`src/rtl/flc_pkg.sv`:
```
`default_nettype none
// ----------------------------------------------------------------------------
// flc_pkg
// Shared types and codes of the FIFO lock coordinator.
// ----------------------------------------------------------------------------
package flc_pkg;

    localparam int NODE_COUNT_DEF  = 16;
    localparam int QUEUE_DEPTH_DEF = 16;

    localparam logic REQ_LOCK    = 1'b0;
    localparam logic REQ_RELEASE = 1'b1;

    localparam logic [2:0] ST_GRANTED = 3'd0;
    localparam logic [2:0] ST_QUEUED  = 3'd1;
    localparam logic [2:0] ST_FULL    = 3'd2;
    localparam logic [2:0] ST_HANDED  = 3'd3;
    localparam logic [2:0] ST_FREED   = 3'd4;
    localparam logic [2:0] ST_IGNORED = 3'd5;

    typedef struct packed {
        logic       req_type;
        logic [3:0] requester;
    } req_word_t;

    typedef struct packed {
        logic [2:0] status;
        logic       grant_valid;
        logic [3:0] grant_node;
        logic       lock_held;
        logic [4:0] waiting_count;
    } rsp_word_t;

endpackage
`default_nettype wire

```
`src/rtl/fifo_lock_coordinator.sv`:
```
`default_nettype none
// Timing: a word is answered in the cycle after it is accepted; a release that hands
// the lock to a waiter answers from the S_HAND state, in which the RAM read is used.
// Throughput: one word per cycle while no response stalls and no hand-over is busy.
// Reset: rst_n clears the lock flag, holder and queue pointers; the queue RAM is
// not cleared, since an entry is only read after it has been written.
// ----------------------------------------------------------------------------
// fifo_lock_coordinator
// Grants one shared lock, queues waiting nodes in a RAM-based FIFO and hands
// the lock on in arrival order when the holder releases it.
// ----------------------------------------------------------------------------
module fifo_lock_coordinator #(
    parameter int NODE_COUNT  = flc_pkg::NODE_COUNT_DEF,
    parameter int QUEUE_DEPTH = flc_pkg::QUEUE_DEPTH_DEF
) (
    input  wire logic               clk,
    input  wire logic               rst_n,
    input  wire logic               req_valid,
    output logic                    req_stall,
    input  wire flc_pkg::req_word_t req_word,
    output logic                    rsp_valid,
    input  wire logic               rsp_stall,
    output flc_pkg::rsp_word_t      rsp_word
);

    import flc_pkg::*;

    localparam int PTR_W = (QUEUE_DEPTH > 1) ? $clog2(QUEUE_DEPTH) : 1;
    localparam int CNT_W = $clog2(QUEUE_DEPTH + 1);
    localparam int CMP_W = $clog2(NODE_COUNT + 1) + 4;

    typedef enum logic {S_IDLE, S_HAND} state_t;

    state_t           state_reg, state_next;
    logic             held_reg, held_next;
    logic [3:0]       holder_reg, holder_next;
    logic [PTR_W-1:0] head_reg, head_next;
    logic [PTR_W-1:0] tail_reg, tail_next;
    logic [CNT_W-1:0] count_reg, count_next;
    logic             rsp_valid_reg, rsp_valid_next;
    rsp_word_t        rsp_word_reg, rsp_word_next;

    logic             accept;
    logic             node_ok;
    logic             wr_en;
    logic [3:0]       rd_data;
    logic [CNT_W+4:0] count_wide;

    flc_ram #(
        .WIDTH (4),
        .DEPTH (QUEUE_DEPTH)
    ) u_queue (
        .clk     (clk),
        .wr_en   (wr_en),
        .wr_addr (tail_reg),
        .wr_data (req_word.requester),
        .rd_addr (head_reg),
        .rd_data (rd_data)
    );

    function automatic logic [PTR_W-1:0] next_pos(input logic [PTR_W-1:0] p);
        next_pos = (p == PTR_W'(QUEUE_DEPTH - 1)) ? '0 : p + 1'b1;
    endfunction

    assign req_stall = (state_reg != S_IDLE) || (rsp_valid_reg && rsp_stall);
    assign accept    = req_valid && !req_stall;
    assign node_ok   = CMP_W'(req_word.requester) < CMP_W'(NODE_COUNT);

    always_comb
    begin
        state_next     = state_reg;
        held_next      = held_reg;
        holder_next    = holder_reg;
        head_next      = head_reg;
        tail_next      = tail_reg;
        count_next     = count_reg;
        wr_en          = 1'b0;
        rsp_valid_next = rsp_valid_reg && rsp_stall;
        rsp_word_next  = rsp_word_reg;
        rsp_word_next.grant_valid = 1'b0;
        rsp_word_next.grant_node  = '0;
        rsp_word_next.status      = ST_IGNORED;

        case (state_reg)
            S_IDLE:
            begin
                if (accept)
                begin
                    if (node_ok && req_word.req_type == REQ_LOCK)
                    begin
                        if (!held_reg)
                        begin
                            held_next   = 1'b1;
                            holder_next = req_word.requester;
                            rsp_word_next.status      = ST_GRANTED;
                            rsp_word_next.grant_valid = 1'b1;
                            rsp_word_next.grant_node  = req_word.requester;
                        end
                        else if (count_reg < CNT_W'(QUEUE_DEPTH))
                        begin
                            wr_en      = 1'b1;
                            tail_next  = next_pos(tail_reg);
                            count_next = count_reg + 1'b1;
                            rsp_word_next.status = ST_QUEUED;
                        end
                        else
                        begin
                            rsp_word_next.status = ST_FULL;
                        end
                    end
                    else if (node_ok && held_reg && holder_reg == req_word.requester)
                    begin
                        if (count_reg != '0)
                        begin
                            state_next = S_HAND;
                        end
                        else
                        begin
                            held_next   = 1'b0;
                            holder_next = '0;
                            rsp_word_next.status = ST_FREED;
                        end
                    end
                    rsp_valid_next = (state_next == S_IDLE);
                end
            end
            S_HAND:
            begin
                state_next  = S_IDLE;
                holder_next = rd_data;
                head_next   = next_pos(head_reg);
                count_next  = count_reg - 1'b1;
                rsp_valid_next = 1'b1;
                rsp_word_next.status      = ST_HANDED;
                rsp_word_next.grant_valid = 1'b1;
                rsp_word_next.grant_node  = rd_data;
            end
            default:
            begin
                state_next = S_IDLE;
            end
        endcase

        count_wide = {5'b0, count_next};
        rsp_word_next.lock_held     = held_next;
        rsp_word_next.waiting_count = count_wide[4:0];
        if (!rsp_valid_next || (rsp_valid_reg && rsp_stall))
        begin
            rsp_word_next = rsp_word_reg;
        end
    end

    always_ff @(posedge clk or negedge rst_n)
    begin
        if (!rst_n)
        begin
            state_reg     <= S_IDLE;
            held_reg      <= 1'b0;
            holder_reg    <= '0;
            head_reg      <= '0;
            tail_reg      <= '0;
            count_reg     <= '0;
            rsp_valid_reg <= 1'b0;
            rsp_word_reg  <= '0;
        end
        else
        begin
            state_reg     <= state_next;
            held_reg      <= held_next;
            holder_reg    <= holder_next;
            head_reg      <= head_next;
            tail_reg      <= tail_next;
            count_reg     <= count_next;
            rsp_valid_reg <= rsp_valid_next;
            rsp_word_reg  <= rsp_word_next;
        end
    end

    assign rsp_valid = rsp_valid_reg;
    assign rsp_word  = rsp_word_reg;

endmodule
`default_nettype wire

```
`src/rtl/flc_ram.sv`:
```
`default_nettype none
// ----------------------------------------------------------------------------
// flc_ram
// Generic single-port-write, single-port-read RAM with a registered read.
// ----------------------------------------------------------------------------
module flc_ram #(
    parameter int WIDTH = 4,
    parameter int DEPTH = 16,
    localparam int ADDR_W = (DEPTH > 1) ? $clog2(DEPTH) : 1
) (
    input  wire logic              clk,
    input  wire logic              wr_en,
    input  wire logic [ADDR_W-1:0] wr_addr,
    input  wire logic [WIDTH-1:0]  wr_data,
    input  wire logic [ADDR_W-1:0] rd_addr,
    output logic      [WIDTH-1:0]  rd_data
);

    logic [WIDTH-1:0] mem [DEPTH];

    always_ff @(posedge clk)
    begin
        if (wr_en)
        begin
            mem[wr_addr] <= wr_data;
        end
        rd_data <= mem[rd_addr];
    end

endmodule
`default_nettype wire

```
`config.mk`:
```
export PLATFORM = sky130hd
export DESIGN_NAME = fifo_lock_coordinator
export DESIGN_NICKNAME = d
export VERILOG_FILES = /design/src/rtl/flc_pkg.sv /design/src/rtl/fifo_lock_coordinator.sv /design/src/rtl/flc_ram.sv
export SDC_FILE = /design/constraint.sdc
export NUM_CORES = 1
export LEC_CHECK = 0
export BUFFER_PORTS_ARGS = -buffer_cell sky130_fd_sc_hd__buf_2
export CAP_MARGIN = 10
export CORE_ASPECT_RATIO = 1.75
export CORE_MARGIN = 5
export CORE_UTILIZATION = 60
export CTS_CLUSTER_DIAMETER = 100
export DETAILED_ROUTE_END_ITERATION = 10
export GPL_ROUTABILITY_DRIVEN = 0
export PLACE_DENSITY_LB_ADDON = 0.08
export SLEW_MARGIN = 20
export SYNTH_ARGS = -nofsm -noshare
export SYNTH_HDL_FRONTEND = slang
export SYNTH_HIERARCHICAL = 1
export SYNTH_SLANG_ARGS = --single-unit
export TNS_END_PERCENT = 1
```
`constraint.sdc`:
```
create_clock -name clk -period 5.3 [get_ports clk]
set_clock_uncertainty 0.05 [all_clocks]
set_input_delay 1.06 -clock clk [delete_from_list [all_inputs] [get_ports clk]]
set_output_delay 1.06 -clock clk [all_outputs]
set_load 0.02 [all_outputs]
```
==> results.sh <==
export IMPL_whs_path_depth=1
export IMPL_placementRows=41
export IMPL_cts_max_path_buffers=2
export IMPL_criticalPathCategory="input pin to register"
export IMPL_p_int_w=0.001603
export IMPL_synth_compound_area_share=0.06621
export IMPL_total_track_usage=0.1993
export IMPL_drt_iter0_markers=159
export IMPL_hold_path_startpoint="rsp_word[13]"
export IMPL_cts_tree="built"
export IMPL_synth_warnings=6
export IMPL_max_cap_violations=0
export IMPL_final_hold_violation_count=0
export IMPL_timing_final_crit_share=0.5744
export IMPL_postSynthCellCount=276
export IMPL_ant_nets=0
export IMPL_post_synth_fa_ha_maj_area_fraction=0.01132
export IMPL_synth_seq_cells=102
export IMPL_swShare=0.2639
export IMPL_status="finished, final reports clean"
export IMPL_regToRegStartpoint="state_reg"
export IMPL_cellLeakagePower_nw=1.866
export IMPL_cts_htree_levels=3
export IMPL_min_delay_worst_endpoint="rsp_word[13]"
export IMPL_cts_root_buf="clkbuf_16"
export IMPL_tritoncts_num_buffers=9
export IMPL_flop_pwr_share=0.480
export IMPL_timing_hold_worst_class="register to register"
export IMPL_regToRegEndpoint="u_queue/mem[0][0]"
export IMPL_setup_worst_path_end_class="register"
export IMPL_pin_count=25
export IMPL_clock_latency_reported_for_the_late_side_of_the_worst_skew_pair_ns=0.33
export IMPL_sequential_to_total_area_share_from_yosys_stat=0.6452
export IMPL_synth_top_area_frac=0.4346
export IMPL_grt_pass1_vias=2543
export IMPL_max_reg_flops=64
export IMPL_post_cts_resized_instances=0
export IMPL_floorplan_die_height_um=123.6
export IMPL_grt_first_pass_wirelength_um=13000
export IMPL_simple_gate_area_share_of_the_yosys_netlist=0.09111
export IMPL_max_transition_viols_final=0
export IMPL_p_clk_frac=0.341
export IMPL_pin_count_of_the_biggest_net_entering_global_routing=35
export IMPL_first_pass_iters=4
export IMPL_wl_per_cell_um=20.79
export IMPL_layout_area_overhead_vs_synth_pct=11.29
export IMPL_core_area_mm2=0.007182
export IMPL_path_max_fanout=9
export IMPL_postSynthAreaPerCell_um2=16.02
export IMPL_finish_net_count=314
export IMPL_synth_area_top_cells="edfxtp_1 43%, dfrtp_1 19%, mux4_1 8.3%, mux2_2 2.5%, dfxtp_1 1.8%"
export IMPL_post_dp_hpwl_um=5703
export IMPL_routed_via_count=2424
export IMPL_cp_arrival_ns=2.97
export IMPL_initial_core_util=0.6157
export IMPL_placed_cells_incl_taps=376
export IMPL_synth_xor_area_frac=0.02320
export IMPL_syn_area_mm2=0.004422
export IMPL_synth_edff_count=64
export IMPL_synth_nets=289
export IMPL_timing_reg2reg_setup_slack_ns=2.50
export IMPL_reg2regPathDepth=4
export IMPL_instances_no_fill=392
export IMPL_yosysUniqueCellTypes=50
export IMPL_post_cts_hold_buffer_count=0
export IMPL_crit_start="req_word[4]"
export IMPL_crit_path_start_kind="input pin"
export IMPL_pwr_share_comb=0.179
export IMPL_slew_limit_headroom=0.3716
export IMPL_ys_async_sr_fraction=0.3333
export IMPL_aggregate_routed_wire_length_um=8150
export IMPL_ys_flop_type="edfxtp_1"
export IMPL_report_final_setup_viol=0
export IMPL_die_area_mm2=0.009254
export IMPL_cts_post_setup_buffers_inserted=0
export IMPL_n_antenna_cell=0
export IMPL_finalCriticalPeriod_ns=3.045
export IMPL_switching_power_w=0.0005749
export IMPL_width_of_the_chip_um=74.90
export IMPL_vias_per_cell=6.184
export IMPL_cp_cell_sequence="buf_2 -> nor4bb_4 -> and2_1 -> or3b_2 -> nor3_1"
export IMPL_crit_path_max_incr_delay_ns=0.53
export IMPL_count_of_input_and_output_buffers=24
export IMPL_global_route_overflow_total=0
export IMPL_worst_slew_pin_slew_ns=0.9426
export IMPL_ir_drop_mv=0.3898
export IMPL_timing_critical_path_slowest_stage_cell="or3b_2"
export IMPL_cts_clk_slew_worst_paths_ns=0.07
export IMPL_powerDensity_mw_per_mm2=442.6
export IMPL_final_setup_tns_ns=0
export IMPL_max_freq_mhz=328.5
export IMPL_yosys_mux_area_fraction=0.1404
export IMPL_synth_top_area_cell="edfxtp_1"
export IMPL_drt_drc_violations_left=0
export IMPL_layout_commonest_cell="edfxtp_1"
export IMPL_synth_top_family_by_area="multiplexers"
export IMPL_required_worst_endpoint_ns=5.22
export IMPL_final_cell_mix="64 x edfxtp_1, 34 x dfrtp_1, 24 x buf_2"
export IMPL_rsz0062_at_grt="false"
export IMPL_grt_antenna_before_repair=0
export IMPL_final_layout_size_suffix_gt1_frac=0.2157
export IMPL_clock_tree_sinks=102
==> how the worst max path moves through the flow <==
stage	slack, ns	cells after the start	to
3_5_place_dp	1.94	5	u_queue/mem[0][2]
6_report	2.26	5	u_queue/mem[0][0]
4_1_cts	2.30	5	u_queue/mem[0][2]
3_3_place_gp	2.02	5	u_queue/mem[0][2]
5_1_grt	2.15	5	u_queue/mem[0][3]
2_1_floorplan	2.37	5	u_queue/mem[0][0]
==> synthesized netlist by cell type (3+ instances only) <==
master / instances
mux4_1: 14
buf_2: 4
o21ai_0: 5
nand2b_1: 3
mux2_2: 10
nand3b_1: 3
nor3_1: 5
dfxtp_1: 4
nor2_1: 20
nand2_1: 15
a31oi_1: 6
nand3_1: 12
inv_1: 7
a21o_1: 3
xnor2_1: 6
mux2_4: 5
edfxtp_1: 64
ha_1: 4
a22oi_1: 4
dfrtp_1: 34
nor2b_1: 4
a22o_1: 4
a21oi_1: 3
==> layout make-up <==
cell class	instances	area (µm²)
Fill cell	480	2261
Clock inverter	7	120.1
Clock buffer	9	225.2
Inverter	7	26.28
Sequential cell	102	2853
Tap cell	86	107.6
Timing Repair Buffer	24	120.1
Multi-Input combinational cell	157	1469
==> metal layers <==
metal / up-vias / share of wire / track usage
li1: 1122 / - / -
met1: 1230 / 0.36 / 0.2125
met2: 54 / 0.58 / 0.3679
met3: 18 / 0.036 / 0.03499
met4: 0 / 0.028 / 0.09020
met5: - / 0 / 0
==> cells by family after synthesis <==
family	count (synthesis)
buffers and inverters	17
and+or+nand+nor	73
xor gates and xnor gates	10
AOI/OAI and AO/OA	37
DFF	102
adders and majority gates	4
muxes	33
==> power by group through the flow <==
stage          combinational (W)  sequential (W)  clock (W)
5_1_grt                 0.000420         0.00106   0.000797
3_3_place_gp            0.000389         0.00106          0
2_1_floorplan           0.000333         0.00103          0
3_5_place_dp            0.000394         0.00106          0
6_report                0.000390         0.00105   0.000743
4_1_cts                 0.000394         0.00105   0.000757
==> worst max-delay path, delay by kind of cell <==
family | cells | cell delay [ns]
simple gates | 4 | 1.74
buf+inv | 1 | 0.16
==> stage by stage <==
stage | power (W) | cell area, µm² | hold slack (ns) | worst slack [ns] | util
floorplan | 0.001359 | 4422 | 0.4202 | 2.369 | -
global placement | 0.001451 | 4576 | 0.4341 | 2.020 | 0.6371
detailed placement | 0.001458 | 4576 | 0.4410 | 1.939 | 0.6371
CTS | 0.002199 | 4921 | 0.4590 | 2.298 | 0.6852
global route | 0.002280 | 4921 | 0.4695 | 2.150 | 0.6852
finish | 0.002178 | 4921 | 0.4557 | 2.255 | 0.6852
(Power assumes the default switching activity.)
